[config.mk]
export PLATFORM = sky130hd
export DESIGN_NAME = scoreboard_frame_generator_top
export DESIGN_NICKNAME = d
export VERILOG_FILES = /design/src/sfg_pkg.sv /design/src/sfg_front.sv /design/src/sfg_queue.sv /design/src/sfg_back.sv /design/src/scoreboard_frame_generator_top.sv
export SDC_FILE = /design/constraint.sdc
export NUM_CORES = 1
export LEC_CHECK = 0
export BUFFER_PORTS_ARGS = -buffer_cell sky130_fd_sc_hd__buf_2
export CELL_PAD_IN_SITES_DETAIL_PLACEMENT = 1
export CELL_PAD_IN_SITES_GLOBAL_PLACEMENT = 1
export CORE_MARGIN = 4
export CORE_UTILIZATION = 47
export CTS_CLUSTER_DIAMETER = 120
export DETAILED_ROUTE_END_ITERATION = 6
export PLACE_DENSITY_LB_ADDON = 0.1
export SLEW_MARGIN = 20
export SYNTH_ARGS = -nofsm -noshare
export SYNTH_HDL_FRONTEND = slang
export SYNTH_SLANG_ARGS = --single-unit
[constraint.sdc]
create_clock -name i_clk -period 5.7 [get_ports i_clk]
set_clock_uncertainty 0.1 [all_clocks]
set_input_delay 1.14 -clock i_clk [delete_from_list [all_inputs] [get_ports i_clk]]
set_output_delay 1.14 -clock i_clk [all_outputs]
set_load 0.1 [all_outputs]
[src/sfg_pkg.sv]
// shared types, constants and frame layout for the scoreboard frame generator
`default_nettype none
package sfg_pkg;

    localparam int BYTES_PER_FRAME = 17;
    localparam int POS_W       = $clog2(BYTES_PER_FRAME);
    localparam int LAST_POS    = BYTES_PER_FRAME - 1;
    localparam int NUM_SLOTS   = 6;
    localparam int QUEUE_DEPTH = 2;

    // request kinds
    localparam logic [1:0] REQ_MATCH    = 2'd0;
    localparam logic [1:0] REQ_BLANK    = 2'd1;
    localparam logic [1:0] REQ_EXERCISE = 2'd2;
    localparam logic [1:0] REQ_TEST     = 2'd3;

    // clock arithmetic
    localparam int CLOCK_LIMIT  = 5999;
    localparam int CLOCK_W      = 13;
    localparam int SECS_PER_MIN = 60;
    // floor(s / 60) == (s * MIN_RECIP) >> MIN_SHIFT for s up to the clock limit
    localparam int MIN_RECIP    = 8739;
    localparam int MIN_SHIFT    = 19;
    // floor(v / 10) == (v * DIV10_RECIP) >> DIV10_SHIFT for v up to 255
    localparam int DIV10_RECIP  = 205;
    localparam int DIV10_SHIFT  = 11;

    // ascii
    localparam logic [7:0] CHAR_ZERO  = 8'h30;
    localparam logic [7:0] CHAR_EIGHT = 8'h38;
    localparam logic [7:0] CHAR_SPACE = 8'h20;
    localparam logic [7:0] CHAR_CR    = 8'h0D;

    // frame positions of the digit slots
    localparam logic [POS_W-1:0] POS_HOME     = POS_W'(4);
    localparam logic [POS_W-1:0] POS_AWAY     = POS_W'(6);
    localparam logic [POS_W-1:0] POS_MIN_TENS = POS_W'(11);
    localparam logic [POS_W-1:0] POS_MIN_UNIT = POS_W'(12);
    localparam logic [POS_W-1:0] POS_SEC_TENS = POS_W'(14);
    localparam logic [POS_W-1:0] POS_SEC_UNIT = POS_W'(15);
    localparam logic [POS_W-1:0] POS_END      = POS_W'(LAST_POS);

    typedef struct packed {
        logic [1:0]  req_type;
        logic [7:0]  home_score;
        logic [7:0]  away_score;
        logic [15:0] game_secs;
        logic [5:0]  digit_mask;
        logic [7:0]  exercise_value;
    } t_req;

    typedef struct packed {
        logic [7:0] frame_byte;
        logic       last_byte;
    } t_res;

    // one character per digit slot, slot 0 is the home score
    typedef logic [NUM_SLOTS-1:0][7:0] t_slots;

    function automatic logic [7:0] frame_char(input logic [POS_W-1:0] pos, input t_slots s);
        logic [7:0] c;
        case (pos) inside
            POS_W'(0), POS_W'(1), POS_W'(2): c = CHAR_ZERO;
            POS_HOME:                        c = s[0];
            POS_AWAY:                        c = s[1];
            POS_MIN_TENS:                    c = s[2];
            POS_MIN_UNIT:                    c = s[3];
            POS_SEC_TENS:                    c = s[4];
            POS_SEC_UNIT:                    c = s[5];
            POS_END:                         c = CHAR_CR;
            default:                         c = CHAR_SPACE;
        endcase
        return c;
    endfunction

endpackage
`default_nettype wire

[src/sfg_front.sv]
// front end: accepts requests and works out the six slot characters in two stages
`default_nettype none
module sfg_front (
    input  wire logic            i_clk,
    input  wire logic            i_rst_n,
    input  wire logic            i_req_valid,
    output logic                 o_req_ready,
    input  wire sfg_pkg::t_req   i_req,
    output logic                 o_slots_valid,
    input  wire logic            i_slots_ready,
    output sfg_pkg::t_slots      o_slots
);

    localparam int CW = sfg_pkg::CLOCK_W;

    // remainder by ten from the value and its reciprocal product
    function automatic logic [3:0] rem10(input logic [7:0] v, input logic [15:0] p);
        logic [7:0] q;
        logic [7:0] r;
        q = 8'(p >> sfg_pkg::DIV10_SHIFT);
        r = v - q * 8'd10;
        return r[3:0];
    endfunction

    // stage a
    logic            r_a_valid;
    logic [1:0]      r_a_kind;
    logic [5:0]      r_a_mask;
    logic [7:0]      r_a_home;
    logic [7:0]      r_a_away;
    logic [7:0]      r_a_val;
    logic [15:0]     r_a_p_home;
    logic [15:0]     r_a_p_away;
    logic [15:0]     r_a_p_val;
    logic [CW-1:0]   r_a_clamped;
    logic [25:0]     r_a_p_sec;

    // stage b
    logic            r_b_valid;
    logic [1:0]      r_b_kind;
    logic [5:0]      r_b_mask;
    logic [3:0]      r_b_home;
    logic [3:0]      r_b_away;
    logic [3:0]      r_b_val;
    logic [6:0]      r_b_min;
    logic [5:0]      r_b_sec;

    logic            w_a_ready;
    logic            w_b_ready;
    logic [CW-1:0]   w_clamped;
    logic [6:0]      w_min;
    logic [CW-1:0]   w_sec_rem;
    logic [14:0]     w_p_min;
    logic [14:0]     w_p_sec10;
    logic [3:0]      w_min_tens;
    logic [3:0]      w_sec_tens;
    logic [6:0]      w_min_unit;
    logic [5:0]      w_sec_unit;

    assign w_b_ready   = !r_b_valid || i_slots_ready;
    assign w_a_ready   = !r_a_valid || w_b_ready;
    assign o_req_ready = w_a_ready;

    assign w_clamped = (i_req.game_secs > 16'(sfg_pkg::CLOCK_LIMIT))
                       ? CW'(sfg_pkg::CLOCK_LIMIT) : i_req.game_secs[CW-1:0];

    assign w_min     = 7'(r_a_p_sec >> sfg_pkg::MIN_SHIFT);
    assign w_sec_rem = r_a_clamped - CW'(w_min) * CW'(sfg_pkg::SECS_PER_MIN);

    assign w_p_min    = 15'(r_b_min) * 15'(sfg_pkg::DIV10_RECIP);
    assign w_p_sec10  = 15'(r_b_sec) * 15'(sfg_pkg::DIV10_RECIP);
    assign w_min_tens = 4'(w_p_min >> sfg_pkg::DIV10_SHIFT);
    assign w_sec_tens = 4'(w_p_sec10 >> sfg_pkg::DIV10_SHIFT);
    assign w_min_unit = r_b_min - 7'(w_min_tens) * 7'd10;
    assign w_sec_unit = r_b_sec - 6'(w_sec_tens) * 6'd10;

    always_ff @(posedge i_clk) begin
        if (!i_rst_n) begin
            r_a_valid <= 1'b0;
            r_b_valid <= 1'b0;
        end else begin
            if (w_a_ready) begin
                r_a_valid <= i_req_valid;
            end
            if (w_b_ready) begin
                r_b_valid <= r_a_valid;
            end
        end
    end

    always_ff @(posedge i_clk) begin
        if (w_a_ready && i_req_valid) begin
            r_a_kind    <= i_req.req_type;
            r_a_mask    <= i_req.digit_mask;
            r_a_home    <= i_req.home_score;
            r_a_away    <= i_req.away_score;
            r_a_val     <= i_req.exercise_value;
            r_a_p_home  <= 16'(i_req.home_score) * 16'(sfg_pkg::DIV10_RECIP);
            r_a_p_away  <= 16'(i_req.away_score) * 16'(sfg_pkg::DIV10_RECIP);
            r_a_p_val   <= 16'(i_req.exercise_value) * 16'(sfg_pkg::DIV10_RECIP);
            r_a_clamped <= w_clamped;
            r_a_p_sec   <= 26'(w_clamped) * 26'(sfg_pkg::MIN_RECIP);
        end
        if (w_b_ready && r_a_valid) begin
            r_b_kind <= r_a_kind;
            r_b_mask <= r_a_mask;
            r_b_home <= rem10(r_a_home, r_a_p_home);
            r_b_away <= rem10(r_a_away, r_a_p_away);
            r_b_val  <= rem10(r_a_val, r_a_p_val);
            r_b_min  <= w_min;
            r_b_sec  <= w_sec_rem[5:0];
        end
    end

    always_comb begin
        o_slots = '{default: sfg_pkg::CHAR_SPACE};
        unique case (r_b_kind)
            sfg_pkg::REQ_MATCH: begin
                o_slots[0] = sfg_pkg::CHAR_ZERO + 8'(r_b_home);
                o_slots[1] = sfg_pkg::CHAR_ZERO + 8'(r_b_away);
                o_slots[2] = sfg_pkg::CHAR_ZERO + 8'(w_min_tens);
                o_slots[3] = sfg_pkg::CHAR_ZERO + 8'(w_min_unit[3:0]);
                o_slots[4] = sfg_pkg::CHAR_ZERO + 8'(w_sec_tens);
                o_slots[5] = sfg_pkg::CHAR_ZERO + 8'(w_sec_unit[3:0]);
            end
            sfg_pkg::REQ_BLANK: begin
                o_slots = '{default: sfg_pkg::CHAR_SPACE};
            end
            sfg_pkg::REQ_EXERCISE: begin
                for (int i = 0; i < sfg_pkg::NUM_SLOTS; i++) begin
                    if (r_b_mask[i]) begin
                        o_slots[i] = sfg_pkg::CHAR_ZERO + 8'(r_b_val);
                    end
                end
            end
            sfg_pkg::REQ_TEST: begin
                o_slots = '{default: sfg_pkg::CHAR_EIGHT};
            end
            default: begin
                o_slots = '{default: sfg_pkg::CHAR_SPACE};
            end
        endcase
    end

    assign o_slots_valid = r_b_valid;

endmodule
`default_nettype wire

[src/sfg_queue.sv]
// short queue of classified frames between the front and back ends
`default_nettype none
module sfg_queue #(
    parameter int DEPTH = sfg_pkg::QUEUE_DEPTH
) (
    input  wire logic              i_clk,
    input  wire logic              i_rst_n,
    input  wire logic              i_push_valid,
    output logic                   o_push_ready,
    input  wire sfg_pkg::t_slots   i_push_data,
    output logic                   o_pop_valid,
    input  wire logic              i_pop_ready,
    output sfg_pkg::t_slots        o_pop_data
);

    // depth must be a power of two, at least two; the block itself does not enforce it
    localparam int PTR_W = $clog2(DEPTH);
    localparam int CNT_W = $clog2(DEPTH + 1);

    sfg_pkg::t_slots    r_mem [DEPTH];
    logic [PTR_W-1:0]   r_wr_ptr;
    logic [PTR_W-1:0]   r_rd_ptr;
    logic [CNT_W-1:0]   r_count;
    logic               w_push;
    logic               w_pop;

    assign o_push_ready = (r_count != CNT_W'(DEPTH));
    assign o_pop_valid  = (r_count != '0);
    assign o_pop_data   = r_mem[r_rd_ptr];
    assign w_push       = i_push_valid && o_push_ready;
    assign w_pop        = i_pop_ready && o_pop_valid;

    always_ff @(posedge i_clk) begin
        if (!i_rst_n) begin
            r_wr_ptr <= '0;
            r_rd_ptr <= '0;
            r_count  <= '0;
        end else begin
            if (w_push) begin
                r_wr_ptr <= r_wr_ptr + PTR_W'(1);
            end
            if (w_pop) begin
                r_rd_ptr <= r_rd_ptr + PTR_W'(1);
            end
            if (w_push && !w_pop) begin
                r_count <= r_count + CNT_W'(1);
            end else if (!w_push && w_pop) begin
                r_count <= r_count - CNT_W'(1);
            end
        end
    end

    always_ff @(posedge i_clk) begin
        if (w_push) begin
            r_mem[r_wr_ptr] <= i_push_data;
        end
    end

endmodule
`default_nettype wire

[src/sfg_back.sv]
// back end: walks one frame byte by byte into the output register
`default_nettype none
module sfg_back (
    input  wire logic              i_clk,
    input  wire logic              i_rst_n,
    input  wire logic              i_slots_valid,
    output logic                   o_slots_ready,
    input  wire sfg_pkg::t_slots   i_slots,
    output logic                   o_res_valid,
    input  wire logic              i_res_ready,
    output sfg_pkg::t_res          o_res
);

    localparam int PW = sfg_pkg::POS_W;

    logic               r_busy;
    logic [PW-1:0]      r_pos;
    sfg_pkg::t_slots    r_slots;
    logic               r_out_valid;
    sfg_pkg::t_res      r_out;
    logic               w_adv;
    logic               w_at_end;
    logic               w_load;

    assign w_adv    = !r_out_valid || i_res_ready;
    assign w_at_end = (r_pos == sfg_pkg::POS_END);
    // next frame follows the carriage return with no gap
    assign w_load   = i_slots_valid && (!r_busy || (w_adv && w_at_end));

    assign o_slots_ready = w_load;
    assign o_res_valid   = r_out_valid;
    assign o_res         = r_out;

    always_ff @(posedge i_clk) begin
        if (!i_rst_n) begin
            r_busy      <= 1'b0;
            r_out_valid <= 1'b0;
            r_pos       <= '0;
        end else begin
            if (w_adv) begin
                r_out_valid <= r_busy;
            end
            if (w_load) begin
                r_busy <= 1'b1;
                r_pos  <= '0;
            end else if (w_adv && r_busy) begin
                if (w_at_end) begin
                    r_busy <= 1'b0;
                end else begin
                    r_pos <= r_pos + PW'(1);
                end
            end
        end
    end

    always_ff @(posedge i_clk) begin
        if (w_adv && r_busy) begin
            r_out.frame_byte <= sfg_pkg::frame_char(r_pos, r_slots);
            r_out.last_byte  <= w_at_end;
        end
        if (w_load) begin
            r_slots <= i_slots;
        end
    end

endmodule
`default_nettype wire

[src/scoreboard_frame_generator_top.sv]
// scoreboard frame generator: request in, seventeen ascii frame bytes out
// a request passes front stages a and b and the queue before the back end sends it
// one byte per cycle from the back end byte counter while the receiver is ready
// front stages and a two-entry queue take further requests while a frame is sent
// reset: synchronous active low, empties the pipeline and queue, output not valid
`default_nettype none
module scoreboard_frame_generator_top #(
    parameter int QUEUE_DEPTH = sfg_pkg::QUEUE_DEPTH
) (
    input  wire logic            i_clk,
    input  wire logic            i_rst_n,
    input  wire logic            i_req_valid,
    output logic                 o_req_ready,
    input  wire sfg_pkg::t_req   i_req,
    output logic                 o_res_valid,
    input  wire logic            i_res_ready,
    output sfg_pkg::t_res        o_res
);

    logic               w_f_valid;
    logic               w_f_ready;
    sfg_pkg::t_slots    w_f_slots;
    logic               w_q_valid;
    logic               w_q_ready;
    sfg_pkg::t_slots    w_q_slots;

    sfg_front u_front (
        .i_clk         (i_clk),
        .i_rst_n       (i_rst_n),
        .i_req_valid   (i_req_valid),
        .o_req_ready   (o_req_ready),
        .i_req         (i_req),
        .o_slots_valid (w_f_valid),
        .i_slots_ready (w_f_ready),
        .o_slots       (w_f_slots)
    );

    sfg_queue #(
        .DEPTH (QUEUE_DEPTH)
    ) u_queue (
        .i_clk        (i_clk),
        .i_rst_n      (i_rst_n),
        .i_push_valid (w_f_valid),
        .o_push_ready (w_f_ready),
        .i_push_data  (w_f_slots),
        .o_pop_valid  (w_q_valid),
        .i_pop_ready  (w_q_ready),
        .o_pop_data   (w_q_slots)
    );

    sfg_back u_back (
        .i_clk         (i_clk),
        .i_rst_n       (i_rst_n),
        .i_slots_valid (w_q_valid),
        .o_slots_ready (w_q_ready),
        .i_slots       (w_q_slots),
        .o_res_valid   (o_res_valid),
        .i_res_ready   (i_res_ready),
        .o_res         (o_res)
    );

endmodule
`default_nettype wire

Word level (Yosys, flattened, before mapping)
Memories as Yosys holds them, arrays and structs flattened. A register that Yosys moved wholly into a read port is not among the register bits. Index checks and enable logic that the tools add are counted.

Add/sub/neg operators: 18. Multiply operators: 12. Magnitude comparators: 1. Equality and inequality tests: 13. Multiplexer cells: 22. Bitwise operators: 2. Reductions and logical operators: 29.

Operators by type and width (number): one-hot mux 48 bit (4 select lines) (1); two-way mux 8 bit (12); multiplier 8 x 8 -> 16 bit (second input constant) (3); adder 6 x 4 -> 7 bit (first input constant) (6); multiplier 13 x 14 -> 26 bit (second input constant) (1); equality test 5 x 4 -> 1 bit (second input constant) (4); subtractor 4 bit (5); > comparator 16 x 13 -> 1 bit (second input constant) (1); multiplier 5 x 3 -> 3 bit (second input constant) (3); multiplier 7 x 8 -> 15 bit (second input constant) (1); multiplier 6 x 8 -> 14 bit (second input constant) (1); two-way mux 13 bit (1); equality test 5 x 3 -> 1 bit (second input constant) (2); logical AND 1 bit (9); nonzero test 2 bit (4); adder 6 x 3 -> 7 bit (first input constant) (1); multiplier 7 x 4 -> 4 bit (second input constant) (1); logical NOT 1 bit (6); two-way mux 6 bit (1); subtractor 6 bit (1); adder 5 x 1 -> 5 bit (second input constant) (1); equality test 5 x 1 -> 1 bit (second input constant) (1); equality test 5 x 2 -> 1 bit (second input constant) (1); equality test 5 bit (second input constant) (1); other kinds (17) (29).

Register bits after elaboration: 155. RAM bits: 96. Input bits: 52. Output and inout port bits: 11. Logic and storage cells: 125. Memories: 1.

Memory list: u_queue.r_mem (depth 2, bits a word 48, rd ports 1, clocked after Yosys merged registers in 1, write ports 1, line sfg_queue.sv:20) `sfg_pkg::t_slots r_mem [DEPTH];`.

Depth between registers and ports, before layout
Depth in word-level cells: 9. Mapped depth: 19. Gate-level depth less buffers: 19.

By module
A second synthesis with hierarchy kept.

Cells, all modules: 1324. Area total of the unflattened synthesis: 16268.1 um^2.

By module, submodules not included: sfg_front (instances 1, cells each 941, area an instance 9765.6 um^2, seq. area each 2292.2 um^2); sfg_queue (instances 1, cells each 173, area an instance 3706.1 um^2, seq. area each 2982.9 um^2); sfg_back (instances 1, cells each 210, area an instance 2796.4 um^2, seq. area each 1851.8 um^2).

Least setup slack after synthesis
OpenSTA, ideal clock, no wires.

Path type: input to register. Start point: input port i_req[26] (netlist bit). End point: register u_front.r_a_p_sec[25] (data pin). Setup time: 0.256 ns. Data arrival time: 5.358 ns. Required time: 5.344 ns. Path slack: -0.014 ns. Stages: 18. Path buffers: 0. Cell sequence: a2111oi_4 > or2b_1 > ha_1 > ha_1 > or2_2 > fa_1 > inv_1 > fa_1 > inv_1 > ha_1 > ha_1 > o211ai_1 > o21ai_0 > a21oi_1 > a31oi_2 > a311o_1 > mux2i_1 > nand2_1.

Longest elaborated chain between the ends: 3.

RTL lines: start: declaration (line scoreboard_frame_generator_top.sv:14) `input wire sfg_pkg::t_req i_req,`; > comparator 16 x 13 -> 1 bit (line sfg_front.sv:64) `assign w_clamped = (i_req.game_secs > 16'(sfg_pkg::CLOCK_LIMIT))`; two-way mux 13 bit (*) (line sfg_front.sv:65) `? CW'(sfg_pkg::CLOCK_LIMIT) : i_req.game_secs[CW-1:0];`; multiplier 13 x 14 -> 26 bit (*) (line sfg_front.sv:102) `r_a_p_sec <= 26'(w_clamped) * 26'(sfg_pkg::MIN_RECIP);`; end signal: assignment (line sfg_front.sv:102); end: declaration (line sfg_front.sv:36) `logic [25:0] r_a_p_sec;`.

Every way passes the cells marked *; elsewhere a longest branch is shown, timed or not. A chain may end at the register's enable or synchronous reset.

Worst setup path after layout
Start point: input port i_req[25] (netlist bit). End point: register u_front.r_a_p_sec[25] (data pin).

The elaborated chain is that of the path after synthesis.

==> results_dict.tcl <==
set metrics [dict create \
    status "finished clean" \
    cts_hold_buf 0 \
    cts.sinks 185 \
    synth_ff_type "edfxtp_1" \
    worstMarginPinSlew_ps 1040 \
    synth_top_area_share_pct 37.9 \
    fmax_mhz 182 \
    required_ps 5780 \
    ys_ff_latch 185 \
    globalRoute.totalOverflow 0 \
    ant_nets 0 \
    p_int_uw 3430 \
    rr_worst_depth 17 \
    avgSynthCellArea_um2 11.7 \
    grt_pass1_vias 9146 \
    holdWs_ps 320 \
    stdcell_area_mm2 0.0151 \
    cts_max_level 4 \
    drtIter0Drc 368 \
    async_reset_ff_share_pct 0 \
    maxCapViolations 0 \
    critical_path_class "in -> reg" \
    yosysUniqueCellTypes 60 \
    row_count 62 \
    dr_wl_met3_um 416 \
    p_leak_uw 0.00684 \
    routed_wl_um 26700 \
    syn_inst 1163 \
    syn_area_mm2 0.0136 \
    die_w_um 178 \
    clock_latency_ps 420 \
    synth_largest_area_cell "edfxtp_1" \
    worstPathMaxFanout 6 \
    wl_per_cell_um 16.2 \
    finalSetupViolCount 0 \
    wl_met2_um 13800 \
    fin_crit_sh_pct 96.3 \
    port_buffers 60 \
    grtUsageTotal_pct 17.9 \
    placed_cells 1615 \
    root_buffer "clkbuf_16" \
    whs_path_depth 0 \
    initial_core_util_pct 47.6 \
    hold_violations 0 \
    clk_path_buf_depth 2 \
    gp_congestion 0.780 \
    die_area_mm2 0.0318 \
    instances_no_fill 1651 \
    vdd_drop_max_mv 0.209 \
    synth_area_leaders "edfxtp_1 (38%), ha_1 (23%), fa_1 (11%)" \
    slew_viol_final 0 \
    synth_edf_count 172 \
    ioPinCount 63 \
    numCtsBuffers 17 \
    vias_per_cell 5.08 \
    die_y_um 178 \
    switching_power_uw 1970 \
    yosys_warnings 0 \
    route.detailed.drc 0 \
    pwr-share-seq_pct 37.3 \
    vias 8392 \
    rsz0062_at_grt "false" \
    diodes 0 \
    switching_share_pct 36.5 \
    p_clk_share_pct 19.8 \
    grt_pass1_wl_um 45100 \
    fill_cells 3021 \
    wl_met1_um 12200 \
    antenna_found_initial 0 \
    p_per_area_mw_per_mm2 357 \
    power_frac_comb_pct 42.9 \
    hold_class "reg -> reg" \
    worstPathArrival_ps 5580 \
    start_kind "input pin" \
    fin_nets 1624 \
    clk_pin_slew_ps 70 \
    core_area_mm2 0.0286 \
    layout_min_cycle_time_ps 5490 \
    cp-end-kind "flip-flop" \
    routed.top_layer "met4" \
    first_pass_iters 4 \
    tritoncts "yes" \
    grt_max_degree 43 \
    syn2layout_area_growth_pct 11.0 \
    maxSlewHeadroom_pct 30.8 \
    placed_area_mm2 0.0145 \
    synth_seq_area_share_pct 39.8 \
    place_hpwl_um 21800 \
    drive_gt1_share_pct 13.3 \
]
-- cell usage after synthesis (all sizes together) (6+ instances only) --
| cell | n |
|---|---|
| nor2b | 9 |
| nand3 | 27 |
| and2 | 10 |
| clkbuf | 12 |
| fa | 72 |
| o211ai | 9 |
| edfxtp | 172 |
| xor2 | 12 |
| a31oi | 6 |
| o21ai | 22 |
| dfxtp | 13 |
| ha | 246 |
| nand2b | 12 |
| nor2 | 49 |
| inv | 228 |
| nand2 | 38 |
| a21oi | 41 |
| o21a | 21 |
| a22oi | 6 |
| and3 | 6 |
| xnor2 | 45 |
| mux2 | 30 |
-- worst paths after layout --
kind                                              end                start  slack (ps)
worst min register to register    u_front.r_b_mask[1]  u_front.r_a_mask[1]         320
worst min-delay path              u_front.r_b_mask[1]  u_front.r_a_mask[1]         320
worst max register to register   u_queue.r_mem[1][27]   u_front.r_b_min[4]         710
worst max-delay path            u_front.r_a_p_sec[25]            i_req[25]         210
-- state kept, by name, indices dropped and copies added, names as in the netlist, 6 cells and up --
signal and cells:
u_queue.r_mem 60, u_back.r_slots 30, u_front.r_a_p_sec 8, u_back.o_res 7, u_front.r_b_min 7, u_front.r_a_mask 6
u_front.r_b_mask 6, u_front.r_b_sec 6
-- critical path, stage by stage --
cell       delay, ps
buf_2            120
a2111oi_4        450
or2b_1           290
ha_1             190
ha_1             160
or2_2            280
fa_1             480
inv_1             60
fa_1             520
inv_1             40
ha_1             320
ha_4             290
nand3_1           70
nor2_1           160
o211ai_1         180
a31oi_4          230
a311o_1          310
mux2i_1          210
nand2_1           70
-- layout make-up --
type / instances / area [um^2] / share of cell area [%]
clock buffers: 19 / 433 / 2.86
clock inverters: 13 / 97.6 / 0.645
inverters: 229 / 860 / 5.68
multi-input cells: 733 / 7320 / 48.4
flip-flops and latches: 185 / 5430 / 35.9
well taps: 384 / 480 / 3.18
repair buffers: 88 / 510 / 3.37
-- cells in the final DEF (no fill, tap or decap), types with 6 or more instances in the layout --
cell type  instances
nand2b_1          12
a22oi_1            6
buf_2             60
nand2_1           38
o21a_1            21
a21oi_1           40
o211ai_1           7
and2_1             9
nand3_1           27
buf_4             28
inv_1            227
nor2b_1            8
o21ai_0           20
mux2_2            30
nor2_1            48
edfxtp_1         172
ha_1             245
clkbuf_16         17
xnor2_1           45
fa_1              72
dfxtp_1           12
xor2_1            12
-- power by group through the flow --
stage | Sequential [uW] | Clock (uW) | Combinational, uW
6_report | 2020 | 1070 | 2320
5_1_grt | 2040 | 1160 | 2680
3_5_place_dp | 2050 | 0 | 2310
2_1_floorplan | 2070 | 0 | 1670
3_3_place_gp | 2040 | 0 | 2230
4_1_cts | 2020 | 1100 | 2350
-- cell families after synthesis --
logic type / synth area share (%)
AOI/OAI and AO/OA: 7.05
xor gates and xnor gates: 3.66
adders and majority gates: 33.2
buffers and inverters: 6.83
DFF: 39.8
muxes: 2.77
other: 0.0275
and+or+nand+nor: 6.70
-- timing repair --
item	in CTS	in global routing
endpoints found under the hold margin	0	0
resized for setup	0	5
setup buffers	0	4
endpoints found under the setup margin	0	3
-- routing by layer --
| metal | vias up | global-route usage (%) |
|---|---|---|
| met5 | - | 0 |
| met4 | 0 | 3.71 |
| met3 | 20 | 2.10 |
| met2 | 68 | 32.4 |
| met1 | 4139 | 23.1 |
| li1 | 4165 | - |
-- metrics by stage --
step / TNS [ps] / utilization (%) / worst slack [ps] / power (uW)
after detailed placement: -1240 / 50.8 / -361 / 4370
after floorplan: 0 / - / 39.9 / 3740
after CTS: 0 / 52.6 / 83.4 / 5480
after global placement: -849 / 50.8 / -279 / 4270
after global routing: 0 / 52.9 / 2.71 / 5880
final: 0 / 52.9 / 208 / 5400
No activity file was read; power rests on OpenSTA's default activity.
